$ cat src/sv/sorted_unique_set_defines.svh
// Assertion macros used by the sorted unique set design.
`ifndef SORTED_UNIQUE_SET_DEFINES_SVH
`define SORTED_UNIQUE_SET_DEFINES_SVH

// Same-cycle implication, checked on every rising edge outside reset.
`define SUS_ASSERT_NOW(label, ante, cons) \
	label: assert property (@(posedge clk) disable iff (!arst_n) (ante) |-> (cons)) \
		else $error("sorted unique set check failed");

// Next-cycle implication, checked on every rising edge outside reset.
`define SUS_ASSERT_NEXT(label, ante, cons) \
	label: assert property (@(posedge clk) disable iff (!arst_n) (ante) |=> (cons)) \
		else $error("sorted unique set check failed");

`endif

$ cat src/sv/sus_pkg.sv
// Types, request and status codes, and default sizes of the sorted unique set.
package sus_pkg;

	localparam int CAPACITY_DEF  = 16;
	localparam int KEY_WIDTH_DEF = 32;

	localparam logic [1:0] REQ_INSERT = 2'd0;
	localparam logic [1:0] REQ_REMOVE = 2'd1;
	localparam logic [1:0] REQ_READ   = 2'd2;

	localparam logic [2:0] ST_INSERTED  = 3'd0;
	localparam logic [2:0] ST_PRESENT   = 3'd1;
	localparam logic [2:0] ST_REMOVED   = 3'd2;
	localparam logic [2:0] ST_NOT_FOUND = 3'd3;
	localparam logic [2:0] ST_FULL      = 3'd4;
	localparam logic [2:0] ST_READ_OK   = 3'd5;
	localparam logic [2:0] ST_BEYOND    = 3'd6;

	typedef struct packed {
		logic [1:0]         req_type;
		logic signed [31:0] key;
		logic [3:0]         position;
	} req_t;

	typedef struct packed {
		logic [2:0]         status;
		logic signed [31:0] read_value;
		logic [4:0]         entry_count;
	} rsp_t;

endpackage

$ cat src/sv/sus_ram.sv
// Generic simple dual-port RAM with one write port and a registered read port.
module sus_ram #(
	parameter int WIDTH = 32,
	parameter int DEPTH = 16,
	parameter int AW    = (DEPTH > 1) ? $clog2(DEPTH) : 1
) (
	input  logic             clk,
	input  logic             we,
	input  logic [AW-1:0]    waddr,
	input  logic [WIDTH-1:0] wdata,
	input  logic [AW-1:0]    raddr,
	output logic [WIDTH-1:0] rdata
);

	logic [WIDTH-1:0] mem_q [DEPTH];
	logic [WIDTH-1:0] rdata_q;

	always_ff @(posedge clk) begin
		if (we) begin
			mem_q[waddr] <= wdata;
		end
		rdata_q <= mem_q[raddr];
	end

	assign rdata = rdata_q;

endmodule

$ cat src/sv/sorted_unique_set.sv
// A read fetches the key at its position through the registered RAM read port (S_FETCH)
// and then loads its result (S_DONE); a read beyond the count skips the fetch. An insert or
// remove scans the store through the RAM read port, alternating S_SCAN and S_CHECK per entry
// until the key's place is found, then moves one entry per cycle in S_SHIFT to open or close
// the gap. One item is handled at a time; the next item is accepted in the cycle after the
// result is loaded, even while that result waits. Reset clears the key count and the
// handshake state; the key RAM is not cleared.
module sorted_unique_set #(
	parameter int CAPACITY  = sus_pkg::CAPACITY_DEF,
	parameter int KEY_WIDTH = sus_pkg::KEY_WIDTH_DEF
) (
	input  logic          clk,
	input  logic          arst_n,
	input  logic          req_valid,
	output logic          req_stall,
	input  sus_pkg::req_t req,
	output logic          rsp_valid,
	input  logic          rsp_stall,
	output sus_pkg::rsp_t rsp
);

	import sus_pkg::*;

	`include "sorted_unique_set_defines.svh"

	localparam int AW = (CAPACITY > 1) ? $clog2(CAPACITY) : 1;
	localparam int CW = $clog2(CAPACITY + 1);
	localparam int EW = (KEY_WIDTH < 32) ? KEY_WIDTH : 32;

	typedef enum logic [5:0] {
		S_IDLE  = 6'b000001,
		S_FETCH = 6'b000010,
		S_SCAN  = 6'b000100,
		S_CHECK = 6'b001000,
		S_SHIFT = 6'b010000,
		S_DONE  = 6'b100000
	} state_t;

	state_t                 state_q;
	logic [1:0]             req_type_q;
	logic signed [KEY_WIDTH-1:0] key_q;
	logic [CW-1:0]          count_q;
	logic [CW-1:0]          idx_q;
	logic [CW-1:0]          rd_q;
	logic                   wp_q;
	logic [AW-1:0]          wa_q;
	logic [2:0]             status_q;
	logic signed [31:0]     value_q;
	rsp_t                   rsp_q;
	logic                   rsp_valid_q;

	logic                   ram_we;
	logic [AW-1:0]          ram_waddr;
	logic [KEY_WIDTH-1:0]   ram_wdata;
	logic [AW-1:0]          ram_raddr;
	logic [KEY_WIDTH-1:0]   ram_rdata;

	logic signed [KEY_WIDTH-1:0] rd_key;
	logic signed [KEY_WIDTH-1:0] in_key;
	logic [CW-1:0]          rd_dec;
	logic                   accept;
	logic                   pos_ok;
	logic                   scan_end;
	logic                   present;
	logic                   put_key;
	logic                   shift_move;
	logic                   rsp_load;

	assign accept  = req_valid && !req_stall;
	assign rd_key  = $signed(ram_rdata);
	assign in_key  = KEY_WIDTH'($signed(req.key[EW-1:0]));
	assign rd_dec  = rd_q - 1'b1;
	assign pos_ok  = (32'(req.position) < 32'(count_q)) && (32'(req.position) < CAPACITY);
	assign present = (state_q == S_CHECK) && (rd_key == key_q);
	assign scan_end = ((state_q == S_SCAN) && (idx_q == count_q)) ||
		((state_q == S_CHECK) && !(rd_key < key_q));
	assign put_key = (state_q == S_SHIFT) && (req_type_q == REQ_INSERT) &&
		(rd_q == idx_q) && !wp_q;
	assign shift_move = (state_q == S_SHIFT) &&
		((req_type_q == REQ_INSERT) ? (rd_q != idx_q) : (rd_q != count_q));
	assign rsp_load = (state_q == S_DONE) && (!rsp_valid_q || !rsp_stall);

	always_comb begin
		ram_we    = 1'b0;
		ram_waddr = wa_q;
		ram_wdata = ram_rdata;
		if (wp_q) begin
			ram_we = 1'b1;
		end else if (put_key) begin
			ram_we    = 1'b1;
			ram_waddr = idx_q[AW-1:0];
			ram_wdata = key_q;
		end
	end

	always_comb begin
		unique case (state_q)
			S_IDLE:  ram_raddr = AW'(req.position);
			S_SHIFT: ram_raddr = (req_type_q == REQ_INSERT) ? rd_dec[AW-1:0] : rd_q[AW-1:0];
			default: ram_raddr = idx_q[AW-1:0];
		endcase
	end

	sus_ram #(
		.WIDTH(KEY_WIDTH),
		.DEPTH(CAPACITY),
		.AW   (AW)
	) u_keys (
		.clk  (clk),
		.we   (ram_we),
		.waddr(ram_waddr),
		.wdata(ram_wdata),
		.raddr(ram_raddr),
		.rdata(ram_rdata)
	);

	always_ff @(posedge clk or negedge arst_n) begin
		if (!arst_n) begin
			state_q     <= S_IDLE;
			count_q     <= '0;
			wp_q        <= 1'b0;
			rsp_valid_q <= 1'b0;
		end else begin
			wp_q <= shift_move;
			if (rsp_load) begin
				rsp_valid_q <= 1'b1;
			end else if (!rsp_stall) begin
				rsp_valid_q <= 1'b0;
			end
			unique case (state_q)
				S_IDLE: begin
					if (accept) begin
						req_type_q <= req.req_type;
						key_q      <= in_key;
						idx_q      <= '0;
						value_q    <= '0;
						if (req.req_type == REQ_INSERT || req.req_type == REQ_REMOVE) begin
							state_q <= S_SCAN;
						end else if (pos_ok) begin
							state_q <= S_FETCH;
						end else begin
							status_q <= ST_BEYOND;
							state_q  <= S_DONE;
						end
					end
				end
				S_FETCH: begin
					status_q <= ST_READ_OK;
					value_q  <= 32'($signed(ram_rdata));
					state_q  <= S_DONE;
				end
				S_SCAN, S_CHECK: begin
					if (scan_end) begin
						if (req_type_q == REQ_INSERT) begin
							if (present) begin
								status_q <= ST_PRESENT;
								state_q  <= S_DONE;
							end else if (32'(count_q) == CAPACITY) begin
								status_q <= ST_FULL;
								state_q  <= S_DONE;
							end else begin
								rd_q    <= count_q;
								state_q <= S_SHIFT;
							end
						end else begin
							if (!present) begin
								status_q <= ST_NOT_FOUND;
								state_q  <= S_DONE;
							end else begin
								rd_q    <= idx_q + 1'b1;
								state_q <= S_SHIFT;
							end
						end
					end else if (state_q == S_SCAN) begin
						state_q <= S_CHECK;
					end else begin
						idx_q   <= idx_q + 1'b1;
						state_q <= S_SCAN;
					end
				end
				S_SHIFT: begin
					if (req_type_q == REQ_INSERT) begin
						if (rd_q != idx_q) begin
							wa_q <= rd_q[AW-1:0];
							rd_q <= rd_dec;
						end else if (!wp_q) begin
							count_q  <= count_q + 1'b1;
							status_q <= ST_INSERTED;
							state_q  <= S_DONE;
						end
					end else begin
						if (rd_q != count_q) begin
							wa_q <= rd_dec[AW-1:0];
							rd_q <= rd_q + 1'b1;
						end else if (!wp_q) begin
							count_q  <= count_q - 1'b1;
							status_q <= ST_REMOVED;
							state_q  <= S_DONE;
						end
					end
				end
				S_DONE: begin
					if (rsp_load) begin
						rsp_q.status      <= status_q;
						rsp_q.read_value  <= value_q;
						rsp_q.entry_count <= 5'(count_q);
						state_q           <= S_IDLE;
					end
				end
				default: state_q <= S_IDLE;
			endcase
		end
	end

	assign req_stall = (state_q != S_IDLE);
	assign rsp_valid = rsp_valid_q;
	assign rsp       = rsp_q;

	`SUS_ASSERT_NOW(a_count_bound, 1'b1, 32'(count_q) <= CAPACITY)
	`SUS_ASSERT_NOW(a_wp_in_shift, wp_q, state_q == S_SHIFT)
	`SUS_ASSERT_NEXT(a_count_only_in_shift, state_q != S_SHIFT, $stable(count_q))
	`SUS_ASSERT_NOW(a_put_after_drain, put_key, !wp_q && (32'(count_q) < CAPACITY))

endmodule
$ cat config.mk
export PLATFORM = sky130hd
export DESIGN_NAME = sorted_unique_set
export DESIGN_NICKNAME = d
export VERILOG_FILES = /design/src/sv/sus_pkg.sv /design/src/sv/sus_ram.sv /design/src/sv/sorted_unique_set.sv
export VERILOG_INCLUDE_DIRS = /design/src /design/src/sv
export SDC_FILE = /design/constraint.sdc
export NUM_CORES = 1
export LEC_CHECK = 0
export BUFFER_PORTS_ARGS = -buffer_cell sky130_fd_sc_hd__buf_2
export CAP_MARGIN = 20
export CELL_PAD_IN_SITES_DETAIL_PLACEMENT = 1
export CELL_PAD_IN_SITES_GLOBAL_PLACEMENT = 2
export CORE_MARGIN = 4
export CORE_UTILIZATION = 40
export DETAILED_ROUTE_END_ITERATION = 8
export PLACE_DENSITY_LB_ADDON = 0.25
export SYNTH_ARGS = -nofsm -noshare
export SYNTH_HDL_FRONTEND = slang
export SYNTH_SLANG_ARGS = --single-unit
$ cat constraint.sdc
create_clock -name clk -period 4.09 [get_ports clk]
set_input_delay 1.0225 -clock clk [delete_from_list [all_inputs] [get_ports clk]]
set_output_delay 1.0225 -clock clk [all_outputs]
set_load 0.05 [all_outputs]
; ---- Word level (Yosys, flattened, before mapping)
; Memories as Yosys holds them, arrays and structs flattened. A register that Yosys moved wholly into a read port is not among the register bits.
; Cells that the tools add are included.
[totals]
ff_bits = 136
ram_bits = 512
in_bits = 42
out_inout_bits = 42
word_cells = 157
memories = 1
[classes]
add_sub_neg = 5
n_lt_le_gt_ge = 2
n_eq_ne = 35
n_mux = 65
n_bitwise = 1
n_reduce_logical = 34
[mem_list]
columns = memory, words, word_bits, read_ports, rd_clocked_by_memory_dff, write_ports, line_no
row1 = u_keys.mem_q, 16, 32, 1, 1, 1, sus_ram.sv:15  ; logic [WIDTH-1:0] mem_q [DEPTH];
[ops]
columns = operator, n
row1 = 2-to-1 mux 32 bit, 3
row2 = 2-to-1 mux 5 bit, 16
row3 = 2-to-1 mux 6 bit, 13
row4 = one-hot mux 32 bit (2 select lines), 1
row5 = 2-to-1 mux 3 bit, 13
row6 = equality test 32 bit, 1
row7 = < comparator 32 bit, 1
row8 = one-hot mux 6 bit (5 select lines), 1
row9 = 2-to-1 mux 4 bit, 7
row10 = "inequality test 2 bit, second input constant", 10
row11 = one-hot mux 5 bit (2 select lines), 2
row12 = "inequality test 3 bit, second input constant", 6
row13 = "adder 5 x 1 -> 5 bit, second input constant", 3
row14 = one-hot mux 3 bit (4 select lines), 1
row15 = AND reduction 4 bit, 3
row16 = AND reduction 11 bit, 1
row17 = equality test 5 bit, 2
row18 = inequality test 5 bit, 2
row19 = "subtractor 5 x 1 -> 5 bit, second input constant", 2
row20 = logical AND 1 bit, 9
row21 = AND reduction 3 bit, 3
row22 = one-hot mux 4 bit (2 select lines), 1
row23 = AND reduction 8 bit, 1
row24 = nonzero test 2 bit, 4
row25 = 22 further kinds, 36

; ---- Depth between registers and ports, before layout
; Gate-level depths: netlist of run 1.
[logic_depth]
depth_word = 8
mapped_depth = 14
mapped_depth_nobuf = 9

; ---- Modules after synthesis
; From an unflattened synthesis of run 1, not the netlist that was laid out.
[unflattened]
hier_cells = 1405
hier_area_um2 = 26653.1
[modules_own_cells]
columns = mod, n_inst, cells_per_inst, area_per_inst_um2, seq_area_each_um2
row1 = sus_ram, 1, 838, 19835.3, 16015.4
row2 = sorted_unique_set, 1, 567, 6817.8, 4020.1

; ---- Least setup slack after synthesis of run 1
; No wires, ideal clock.
[synth_timing]
kind = register to register
start = reg state_q[1]
end = mem u_keys.mem_q[0][0], enable pin
setup_ns = 0.421
arrival_ns = 3.649
required_ns = 3.669
slack_ns = 0.020
path_stages_with_launch = 9
path_buffers = 2
synth_period_minus_slack_ns = 4.070
path_cell_list = dfrtp_1 -> or4_1 -> buf_2 -> or2_1 -> or4_4 -> buf_2 -> o22ai_1 -> nand2_1 -> nor2_1
[synth_via]
elab_chain_len = 8
word_cells_on_any_way = 10
cone_classes = 1 x eq/ne / 6 x mux / 3 x reduce/logical
[synth_lines]
columns = item, line_no
row1 = "start, declared", sorted_unique_set.sv:39  ; state_t state_q;
row2 = "start signal, assigned", sorted_unique_set.sv:119  ; state_q <= S_IDLE;
row3 = "start signal, assigned", sorted_unique_set.sv:138  ; state_q <= S_SCAN;
row4 = "start signal, assigned", sorted_unique_set.sv:140  ; state_q <= S_FETCH;
row5 = equality test 6 x 5 -> 1 bit (*), sorted_unique_set.sv:77  ; assign put_key = (state_q == S_SHIFT) && (req_type_q == REQ_INSERT) &&
row6 = logical AND 1 bit (*) (2 in series), sorted_unique_set.sv:77
row7 = logical AND 1 bit (*), sorted_unique_set.sv:78  ; (rd_q == idx_q) && !wp_q;
row8 = 2-to-1 mux 1 bit, sorted_unique_set.sv:89  ; end else if (put_key) begin
row9 = 2-to-1 mux 1 bit, sorted_unique_set.sv:87  ; if (wp_q) begin
row10 = 2-to-1 mux 1 bit, sus_ram.sv:19  ; if (we) begin
row11 = 2-to-1 mux 1 bit (implied by the code), sus_ram.sv:20  ; mem_q[waddr] <= wdata;
row12 = "end, declared", sus_ram.sv:15
; Every way passes the cells marked *; elsewhere a longest branch is shown, timed or not.

; ---- Worst setup path after layout of run 1
[layout_timing]
start = reg state_q[1]
end = mem u_keys.mem_q[6][21], enable pin
; Same word-level chain as after synthesis.

==> results.txt, run 1 <==
The power density over the cells came out at 744 mW/mm^2. The combined global-route utilization of all metal layers is 0.207. The die width came out at ~270 um. The detailed-routing wirelength on met1 came out at 34600 um. The number of antenna violations at the first check in global routing came to 8. The largest fanout on the critical path came out at 22.

The cts-stage hold buffer count came out at 0. For this run, the number of Yosys warnings is 0. The number of top-level pins came out at 84. The final setup TNS is 0 ns.

The detailed-route DRC error count is 0. The die covers 0.0725 sq mm. The leakage dissipation came out at roughly 12 nW. In this run, post-CTS repair resized a total of 0 instances. The run finished with clean final reports.

The share of total power dissipated in combinational logic is 0.324. The cell family with the largest share of critical-path delay is simple AND/OR/NAND/NOR gates. After detailed routing, the total wire length is 75900 um. Clock latency on the worst-skew pair, taken at its later pin, is 0.62 ns.

The relative area change from synthesis to final layout is 18.1%. Detailed placement ended at an HPWL of 47900 um. The count of placed standard cells including taps is 2935. The net count after synthesis came out at 2078.

Across the VDD grid, the largest voltage drop is 614 uV. The die extent in y is roughly 270 um. The number of different library cells used by synthesis comes to 63.

Port buffering added 83 buffers. The worst clock skew on the final layout is 0.0252 ns. In the synthesized netlist the dominant register cell turns out to be edfxtp_1.

The post-detailed-route count of antenna-violating nets is 0. The final standard cell count with taps included and fillers excluded came out at roughly 3100. The standard-cell row count is 95. The violation count after the first detailed-route iteration is around 1400.

The average cell area after synthesis is 13.7 sq um. The type of origin of the critical path is a register. The actual transition at the worst max-transition pin came out at 1.12 ns.

The kind of capture point of the worst setup path is a register. The net switching share of the total power is 0.353. The highest layer touched by signal routing is met5. The highest-delay cell along the critical path is a31oi_1. The routed length on met2 came out at 35400 um. The largest net degree at the start of global routing came out at 129.

The global-route congestion overflow total came out at 0. The final design utilization came out at 0.478. The path class of the tightest hold or removal check is in2async. The repair_antennas step left the layout with diodes totalling 0. After clock tree synthesis, the clock-pin slew on the worst setup and hold paths is 0.06 ns. In the final routed layout, each cell accounts on average for 24.7 um. Sorting the synthesized cells by how often they occur yields 635 x edfxtp_1, 409 x nand2_1, 160 x a21oi_1.

The number of buffers and inverters on the critical path came out at 1. The number of buffers between clock root and the deepest sink came out at 3. The instance count of the mapped netlist came out at 1991. The number of sinks handled by clock tree synthesis came out at 680. For this run, the post-layout net count is 2226. After synthesis the cells add up to 0.0273 sq mm.

The ratio of cells with drive above 1 in the final layout came out at 0.156. The library cell occupying the most area in the post-synthesis netlist is edfxtp_1. The max-capacitance violation count is 0. The number of setup buffers added after CTS came out at 0.

Of the total power, the clock network draws 0.297. The delay of the slowest critical-path stage came out at around 0.75 ns. The routed layout has 16986 vias. The setup path with the least slack is of type reg2reg. The power share of the sequential group is 0.379. The final max-slew violation count came out at 0. The first global-routing pass estimated 114000 um of wire. The headroom to the max-slew limit is 0.253.

Setup violations remaining at the end of the flow were counted as 0. After filler insertion, the fill cell instance count of the layout stands at 6739. The initial core utilization is 0.405. The internal power summed over all cells came out at 15.5 mW. Of the post-synthesis cell area, the dominant cell type holds 0.699. The placeable core region is 0.0674 sq mm. The length of the first detailed-routing pass in iterations came out at 5. The ratio of final minimum period to clock period came out at 0.854. Summed over all nets, the switching power comes to 8.46 mW. The number of global-route vias before repair is 17751. Data on the critical path arrives at its endpoint at approximately 3.8 ns. By instance count, the leading cell after synthesis is edfxtp_1. Summed over all nets, wire length on met3 after detailed routing comes to approximately 4200 um.

The top achievable clock speed came out at 286 MHz. Data on the critical path is required at its endpoint by 4.40 ns. The number of flops mapped to enable cells by yosys is 635. TritonCTS built the clock tree. The sequential cell area is 0.0200 sq mm.

Walking the worst path, the cells encountered are or4_1, or2_1, or4_4, a31oi_1, nor2_4, buf_4. By area the synthesized netlist is led by edfxtp_1 70%, nand2_1 5.6%, a21oi_1 2.9%. The H-tree generated during clock tree synthesis spans 3 levels. Setup repair after global routing left no endpoint under its margin. The part of the Yosys area used for sequential elements came out at 0.734.

The detailed-route vias per instance came out at 5.53. The share of flip-flops with an asynchronous set or reset came out at 0.0191. The clock period could shrink to 3.49 ns. Counting the buffers created by CTS gives 75. The tree is rooted in a clkbuf_16. The flip-flop and latch count after synthesis is 680. The hold violation count in the final report is 0.

The final estimated routing congestion in global placement is 0.808. The multi-input combinational cells in the finished layout cover a total of 0.00678 sq mm.
## through the flow
stage / area (sq um) / hold slack, ns / worst slack, ns / total power, mW
detailed placement: 29600 / 0.406 / 0.638 / 17.0
floorplan: 27300 / 0.400 / 0.0200 / 13.7
finish: 32200 / 0.352 / 0.598 / 24.0
global route: 32200 / 0.362 / 0.448 / 25.3
CTS: 32200 / 0.324 / 0.586 / 24.2
global placement: 29600 / 0.402 / 0.659 / 16.8
## sequential cells by signal (all words and copies together), names as in the netlist, 4 cells and up
| name | cells |
|---|---|
| rsp | 40 |
| key_q | 32 |
| rd_q | 5 |
| u_keys.rdata | 32 |
| count_q | 5 |
| value_q | 32 |
| state_q | 6 |
| idx_q | 5 |
| wa_q | 4 |
| u_keys.mem_q | 512 |
## routing by layer
metal,vias up,track usage
li1,7713,-
met1,8747,0.295
met2,413,0.329
met3,109,0.0340
met4,4,0.0603
met5,-,0
## kinds of logic (layout without fill, tap and decap cells)
group | after synthesis | in the layout | synth area share
compound gates | 381 | 381 | 0.0872
xor+xnor | 30 | 30 | 0.00963
fa+ha+maj | 45 | 45 | 0.0209
buf+inv | 166 | 376 | 0.0247
flops | 680 | 680 | 0.734
mux | 67 | 67 | 0.0247
simple gates | 622 | 622 | 0.0987
## layout make-up
cell class	count	area share
Clock buffer	102	0.0665
Timing Repair Buffer	190	0.0471
Sequential cell	680	0.622
Clock inverter	37	0.0148
Inverter	47	0.00548
Tap cell	873	0.0339
Multi-Input combinational cell	1145	0.210
## layout by cell type, fill, tap and decap left out, drive strengths merged, types with 34 or more instances in the layout
master  netlist  routed
nand2       409     409
a22oi        34      34
nor2         40      40
a31oi        39      39
o21ai        51      51
clkbuf       88     102
ha           44      44
a21oi       160     160
and2         38      38
inv          47      50
edfxtp      635     635
mux2i        65      65
nand3        71      71
buf          31     190
## final timing paths
| kind | start | endpoint | slack (ns) | depth (start not counted) |
|---|---|---|---|---|
| max | state_q[1] | u_keys.mem_q[6][21] | 0.60 | 6 |
| min | arst_n | state_q[5] | 0.35 | 1 |
| max reg2reg | state_q[1] | u_keys.mem_q[6][21] | 0.60 | 6 |
| min reg2reg | value_q[16] | rsp[21] | 0.42 | 0 |
| max in group asynchronous | arst_n | state_q[0] | 3.40 | 1 |
| min in group clk | value_q[16] | rsp[21] | 0.42 | 0 |
## worst register-to-register path, delay by kind of cell (launching register included)
kind	cells	cell delay, ns
flops	1	0.42
simple gates	4	1.71
buf+inv	1	0.30
compound gates	1	0.76
## power groups by stage
stage          Sequential, mW  Combinational (mW)  Clock [mW]
2_1_floorplan            9.08                4.63           0
3_3_place_gp             9.22                7.59           0
3_5_place_dp             9.23                7.79           0
4_1_cts                  9.09                7.86        7.27
5_1_grt                  9.12                8.59        7.61
6_report                 9.10                7.77        7.11
Power figures use the tool's default switching activity.
==> run 2: changes to the inputs <==
--- a/config.mk
+++ b/config.mk
@@ -6,14 +6,16 @@
 export SDC_FILE = /design/constraint.sdc
 export NUM_CORES = 1
 export LEC_CHECK = 0
+export ABC_AREA = 1
 export BUFFER_PORTS_ARGS = -buffer_cell sky130_fd_sc_hd__buf_2
 export CAP_MARGIN = 20
 export CELL_PAD_IN_SITES_DETAIL_PLACEMENT = 1
 export CELL_PAD_IN_SITES_GLOBAL_PLACEMENT = 2
 export CORE_MARGIN = 4
-export CORE_UTILIZATION = 40
+export CORE_UTILIZATION = 39
 export DETAILED_ROUTE_END_ITERATION = 8
 export PLACE_DENSITY_LB_ADDON = 0.25
+export SLEW_MARGIN = 20
 export SYNTH_ARGS = -nofsm -noshare
 export SYNTH_HDL_FRONTEND = slang
 export SYNTH_SLANG_ARGS = --single-unit
==> results.txt, run 2 <==
The worst clock skew on the final layout came to 0.0247 ns (-0.000488 ns). The internal power summed over all cells is 16.3 mW (+4.8%). The delay of the slowest critical-path stage came out at 0.49 ns (-0.26 ns). The final estimated routing congestion in global placement came out at 0.826 (+2.2%). The power density over the cells is 826 mW/mm^2 (+11%). The headroom to the max-slew limit came out at 0.263 (+0.0107). The most common cell in the synthesized netlist is edfxtp_1. The length of the first detailed-routing pass in iterations is 5 (unchanged). The largest fanout on the critical path came out at 22 (unchanged). The count of filler cells inserted in the layout came out at 7759 (+15%).

The tightest min-delay check is of the in2async type. The share of total power in combinational logic is 0.429 (+0.105). The combinational family with the most area after synthesis is simple AND/OR/NAND/NOR gates.

The flip-flop and latch count after synthesis came out at 680 (unchanged). The arrival time of the worst setup path is 3.60 ns (-0.21 ns). The relative area change from synthesis to final layout is 15.7%. The run finished with clean final reports.

The ratio of final minimum period to clock period is 0.819 (-0.0343). The average wire per cell in the routed design is 23.7 um (-4.2%). The synthesized-area fraction occupied by adder cells came out at 0.0196 (-0.00128). The combined global-route utilization of all metal layers was 0.220 (+0.0138).

The average cell area after synthesis is 11.5 sq um (-16%). The worst hold margin was 0.297 ns (-0.0550 ns). The clock latency on the worst-skew pair is 0.63 ns (about the same).

In this run the critical register-to-register path is captured at u_keys.mem_q[9][6]. Ranked by instance count, the synthesized netlist is headed by 635 x edfxtp_1, 442 x inv_1, 441 x nand2_1. The library cell used most frequently in the layout, excluding fill and tap cells, is edfxtp_1.

The largest individual stage delay along the critical path comes from the cell buf_4. The final max-slew violation count came to 0 (unchanged). The clock edge transition at the registers on the reported setup and hold paths is 0.06 ns (about the same). The detailed-route DRC error count is 0 (unchanged).

The detailed-route vias per instance is 5.31 (-4.0%). The initial core utilization was 0.396 (-0.00909). The count of port buffers added during placement is 83 (unchanged). The global-route congestion overflow total is 0 (unchanged).

After synthesis, the cell types taking the most area are edfxtp_1 66%, inv_1 5.7%, nand2_1 5.7%. The most used flip-flop cell after synthesis is edfxtp_1. The signal on the critical path passes through buf_4, inv_1, nand2_1, a21oi_1, nand3_1, inv_1, nand2_1, nor2_4, o21ai_0, inv_1, nand3_1, nor2_4, buf_4. The critical path data required time is 4.34 ns (-0.06 ns). The number of flip-flops in the largest register is 512 (unchanged).

The kind of capture point of the worst setup path is a register. The worst setup slack after layout came out at 0.738 ns (+0.140 ns). The count of cell instances traversed by the critical path is 13 (+7).

The floorplan die area came out at 0.0790 sq mm (+9.0%). The count of nets after finishing was 2733 (+23%). The placeable core region is 0.0735 sq mm (+9.0%). The power share of the sequential group is 0.329 (-0.050). The source of the worst register-to-register timing path is idx_q[0]. TritonCTS built the clock tree. The type of origin of the critical path is a register. The critical setup path kind is reg2reg. The largest register by flop count is u_keys.mem_q.

The xor/xnor share of the synthesized area came out at 0.00572 (-0.00390). The total half-perimeter wirelength after legalization and detailed placement is 50500 um (+5.3%). The synthesized cell area came out at 0.0291 sq mm (+6.5%). The number of sinks handled by clock tree synthesis is 680 (unchanged).

The cts-stage hold buffer count came out at 0 (unchanged). The count of cell types in the netlist came out at 39 (-38%). The net count after synthesis came out at 2608 (+26%).

The area after detailed placement came out at 0.0312 sq mm (+5.5%). The leakage dissipation is 13.2 nW (+13%). The worst slack at placement came out at 0.830 ns (+0.192 ns). The number of top-level pins is 84 (unchanged). The die extent in y came out at 281 um (+4.4%). Setup repair after global routing left no endpoint under its margin. The cell that appears most often on the critical path is inv_1. The max-capacitance violation count is 0 (unchanged). The first-pass GRT wire length is 130000 um (+14%).

The final number of setup-violating endpoints came out at 0 (unchanged). The synthesis warning total came out at 0 (unchanged). The total routed wirelength is 86800 um (+14%). The number of buffers and inverters on the critical path came out at 5 (+4). The net switching share of the total power is 0.415 (+0.0620).

The largest net degree at the start of global routing is 129 (unchanged). The number of vias after detailed routing was 19452 (+15%). In this run the clock root is driven by a clkbuf_16. The share of flip-flops with an asynchronous set or reset is 0.0191 (unchanged). The area share of the leading cell type in the synthesized netlist is 0.656 (-0.0429).

The number of antenna violations at the first check in global routing was 0 (-8). Leaving out fill and tap cells, the most frequent cells in the layout are 635 x edfxtp_1, 442 x inv_1, 439 x nand2_1. The shortest clock period the worst path allows after layout is 3.35 ns (-0.140 ns). The number of global-route vias before repair came out at 20634 (+16%).

The actual transition at the worst max-transition pin is 1.10 ns (-0.0109 ns). The final setup TNS is 0 ns (unchanged). The clock network fraction of total power came out at 0.242 (-0.055). The largest total area in the synthesized netlist belongs to edfxtp_1. The maximum level of the CTS H-tree came out at 3 (unchanged).

The fraction of the mapped netlist area in compound gates is 0.0682 (-0.0191). The part of the Yosys area used for sequential elements came out at 0.689 (-0.0451). The number of setup buffers added after CTS is 0 (unchanged). The hold violation count in the final report came to 0 (unchanged). The die width came out at 281 um (+4.4%). The instance count of the mapped netlist was 2521 (+27%). The worst reg-to-reg setup slack is 0.74 ns (+0.14 ns). The ratio of cells with drive above 1 in the final layout came to 0.122 (-0.0348). The violation count after the first detailed-route iteration came to 1675 (+16%).

The number of buffers added by the clock tree synthesis step is 75 (unchanged). The number of buffers between clock root and the deepest sink came to 3 (unchanged). The number of flops mapped to enable cells by yosys came out at 635 (unchanged). The post-detailed-route count of antenna-violating nets is 0 (unchanged). The worst reg-to-reg path cell count came to 13 (+7).

The standard-cell row count came out at 99 (+4.2%). The total of cells resized after clock tree synthesis came to 0 (unchanged). The cell family with the largest share of critical-path delay is simple AND/OR/NAND/NOR gates. The largest vdd supply drop came to 1100 uV (+79%).

The portion of netlist area occupied by mux cells is 0 (-0.0247). The synthesized-area fraction occupied by and/or/nand/nor cells is 0.138 (+0.0393). The top achievable clock speed came out at 298 MHz (+4.2%). The total non-filler cell area in the finished layout came out at 0.0336 sq mm (+4.4%). The count of inserted antenna diode cells is 0 (unchanged).

The net load switching power is 11.5 mW (+36%).
## run 2: cell count changes after synthesis, moves of 38 or more
cell	change
a21oi_1	-132
inv_1	+396
clkbuf_1	-57
and2_1	-38
buf_2	+73
nand3_1	+212
nand4_1	+62
o211ai_1	+190
nor2_1	+51
mux2i_1	-65
## run 2: layout make-up
cell class | count | area, sq um | share of cell area
repair buffers | 183 | 1400 | 0.0417
multi-input cells | 1261 | 6910 | 0.205
well taps | 959 | 1200 | 0.0357
clock inverters | 32 | 348 | 0.0103
inverters | 445 | 1670 | 0.0497
flip-flops and latches | 680 | 20000 | 0.596
clock buffers | 106 | 2070 | 0.0617
## run 2: routing by layer
layer | part of all wire | GRT usage
met2 | 0.49 | 0.374
met4 | 0.023 | 0.0565
met1 | 0.43 | 0.294
met3 | 0.053 | 0.0412
met5 | 0 | 0
## run 2: power groups by stage
stage	registers [mW]	clock network [mW]	logic, mW
floorplan	9.34	0	7.59
global placement	9.28	0	11.7
detailed placement	9.29	0	12.0
CTS	9.15	6.87	12.0
global route	9.19	7.18	13.2
finish	9.15	6.71	11.9
## run 2: worst reg2reg max path: cells and delay by family (launching register included)
kind,cells,cell delay (ns)
and+or+nand+nor,6,1.17
buffers and inverters,5,1.06
AOI/OAI and AO/OA,2,0.38
DFF,1,0.37
## run 2: through the flow
stage	total power, mW	util	std cells
after floorplan	16.9	-	2521
after global placement	21.0	0.425	3528
after detailed placement	21.2	0.425	3528
after CTS	28.0	0.458	3666
after global routing	29.5	0.458	3666
final	27.8	0.458	3666
## run 2: kinds of logic (layout without fill, tap and decap cells)
family / Yosys count / after routing
AND/OR/NAND/NOR: 906 / 906
flip-flops: 680 / 680
buffers and inverters: 580 / 766
AO/OA/AOI/OAI: 291 / 291
adder cells (fa/ha/maj): 45 / 45
XOR/XNOR: 19 / 19
## run 2: worst max path at each step
stage / endpoint / slack, ns / start
after floorplan: u_keys.mem_q[0][0] / 0.70 / state_q[3]
after global placement: u_keys.mem_q[14][31] / 0.88 / idx_q[0]
after detailed placement: u_keys.mem_q[8][8] / 0.83 / idx_q[0]
after CTS: u_keys.mem_q[8][1] / 0.78 / idx_q[0]
after global routing: u_keys.mem_q[8][3] / 0.58 / idx_q[3]
final: u_keys.mem_q[9][6] / 0.74 / idx_q[0]
==> run 3: changes to the inputs <==
==> constraint.sdc (replaced) <==
create_clock -name clk -period 3 [get_ports clk]
set_input_delay 0.75 -clock clk [delete_from_list [all_inputs] [get_ports clk]]
set_output_delay 0.75 -clock clk [all_outputs]
set_load 0.05 [all_outputs]
==> results.txt, run 3 (same netlist as run 2, synthesis figures left out) <==
The signal on the critical path passes through nor2_2, nand4_1, buf_4, inv_1, buf_4, nand2_1, nand3_1, nand2_4, inv_4, buf_12, o211ai_1, nand3_1, nand3_1, nand2_1. The root cell of the clock tree is clkbuf_16. The number of vias after detailed routing is 19323 (-0.66%).

The hold violation count in the final report came out at 0 (unchanged). The die width is 281 um (unchanged). The global-route congestion overflow total is 0 (unchanged). The placeable core region was 0.0735 sq mm (unchanged). The area after detailed placement is 0.0318 sq mm (+1.8%). The combined global-route utilization of all metal layers came out at 0.210 (-0.0106). The critical path is of the reg2reg type. The max-capacitance violation count was 0 (unchanged).

The delay of the slowest critical-path stage came out at 0.42 ns (-0.07 ns). The relative area change from synthesis to final layout came out at 17.7%. The average wire per cell in the routed design is 22.3 um (-5.6%). The count of port buffers added during placement came out at 83 (unchanged). The critical path data required time came out at 3.56 ns (-0.78 ns). The post-detailed-route count of antenna-violating nets came to 0 (unchanged). The number of sinks handled by clock tree synthesis is 680 (unchanged). The final max-slew violation count is 0 (unchanged). The ratio of final minimum period to clock period is 0.944 (+0.125).

The arrival time of the worst setup path is 3.40 ns (-0.20 ns). More flip-flops sit in one register than any other, and that register is u_keys.mem_q. The number of antenna violations at the first check in global routing is 0 (unchanged).

The actual transition at the worst max-transition pin was 0.655 ns (-0.450 ns). The maximum level of the CTS H-tree came out at 3 (unchanged). The leakage dissipation is 13.4 nW (+1.8%). The worst min-delay path category is in2reg.

The count of nets after finishing came to 2769 (+1.3%). The final design utilization is 0.466 (+0.00801). The total half-perimeter wirelength after legalization and detailed placement is 50500 um (about the same).

The final estimated routing congestion in global placement is 0.835 (+1.2%). The first-pass GRT wire length is 125000 um (-4.3%). The die extent in y is 281 um (unchanged). The top achievable clock speed came out at 353 MHz (+18%).

The worst setup path is launched from a register. The count of inserted antenna diode cells is 0 (unchanged). The library cell used most frequently in the layout, excluding fill and tap cells, is edfxtp_1. In the layout the commonest cells are 635 x edfxtp_1, 442 x inv_1, 436 x nand2_1.

The kind of capture point of the worst setup path is a register. The floorplan die area was 0.0790 sq mm (unchanged). The number of buffers between clock root and the deepest sink is 3 (unchanged). The highest-delay cell along the critical path is dfrtp_1.

The shortest clock period the worst path allows after layout is 2.83 ns (-0.520 ns). The headroom to the max-slew limit came to 0.564 (+0.300). The violation count after the first detailed-route iteration is 1387 (-17%).

The worst reg-to-reg path cell count is 14 (+1). The number of flip-flops in the largest register is 512 (unchanged). The run finished with clean final reports.

The initial core utilization is 0.396 (unchanged). The worst hold margin is 0.287 ns (-0.00981 ns). The number of buffers added by the clock tree synthesis step is 76 (+1.3%). The standard-cell row count is 99 (unchanged). The clock edge transition at the registers on the reported setup and hold paths is 0.06 ns (about the same). The detailed-route DRC error count is 0 (unchanged).

The total non-filler cell area in the finished layout is 0.0342 sq mm (+1.7%). The CTS tree is done. The largest fanout on the critical path came to 59 (+170%).

The clock latency on the worst-skew pair came out at 0.64 ns (about the same). The worst clock skew on the final layout is 0.0316 ns (+0.00692 ns). The number of global-route vias before repair came out at 20073 (-2.7%). The final setup TNS is 0 ns (unchanged). The final number of setup-violating endpoints is 0 (unchanged). Setup repair after global routing left no endpoint under its margin. The total routed wirelength is 82800 um (-4.6%). The library cell appearing most often on the critical path is nand3_1. The length of the first detailed-routing pass in iterations came out at 5 (unchanged). The largest net degree at the start of global routing came to 87 (-33%). The largest vdd supply drop is 1290 uV (+17%). The power density over the cells is 1120 mW/mm^2 (+35%). The detailed-route vias per instance was 5.22 (-1.7%). The hold path depth came out at 1. The number of top-level pins came to 84 (unchanged). The ratio of cells with drive above 1 in the final layout is 0.133 (+0.0111).
-- run 3: cell types whose count changed in the layout (fill, tap and decap cells not counted), sizes merged --
| cell | change |
|---|---|
| buf | +34 |
| clkbuf | +7 |
| clkinv | -5 |
| bufinv | -3 |
| clkinvlp | +3 |
| dlygate4sd3 | +1 |
-- run 3: metrics by stage --
step                      setup slack [ns]  std cells  total power, mW
after global routing                0.0224       3703             40.7
after global placement               0.140       3561             29.2
after CTS                           0.0714       3702             38.6
final                                0.168       3703             38.2
after detailed placement            0.0814       3561             29.5
after floorplan                     -0.392       2521             23.1
-- run 3: worst max-delay path, delay by kind of cell (launching register included) --
family | cells | cell delay [ns]
buffers and inverters | 5 | 0.94
AOI/OAI and AO/OA | 1 | 0.14
and+or+nand+nor | 8 | 1.17
DFF | 1 | 0.42
-- run 3: area by class of cell --
cell class	count	area, sq um
sequential	680	20000
timing repair buffer	218	1980
clock inverter	27	284
multi-input combinational	1261	6930
inverter	445	1670
clock buffer	113	2130
tap	959	1200
fill	7717	39200
-- run 3: report_power, final --
group	switching [mW]	total [mW]	internal, mW
logic	11.5	16.7	5.22
registers	0.302	12.4	12.1
clock network	3.81	9.03	5.22
-- run 3: path summary, 6_finish.rpt --
check,start,end,slack [ns]
worst max-delay path,state_q[1],u_keys.rdata[31],0.17
worst min-delay path,req[30],key_q[26],0.29
worst max register to register,state_q[1],u_keys.rdata[31],0.17
worst min register to register,value_q[5],rsp[10],0.42
max in group asynchronous,arst_n,state_q[0],2.02
min in group asynchronous,arst_n,count_q[2],0.50
-- run 3: metal layers --
layer / part of all wire / global-route usage / wire, um
met2: 0.49 / 0.354 / 40200
met3: 0.039 / 0.0306 / 3190
met1: 0.45 / 0.287 / 37600
met5: 0 / 0 / 0
met4: 0.022 / 0.0534 / 1810
-- run 3: repair_timing --
| item | 4_1_cts | 5_1_grt |
|---|---|---|
| setup buffers | 0 | 1 |
| gates resized for setup | 0 | 6 |
| hold endpoints to repair | 5 | 0 |
| setup endpoints to repair | 0 | 172 |
| hold buffers | 1 | 0 |
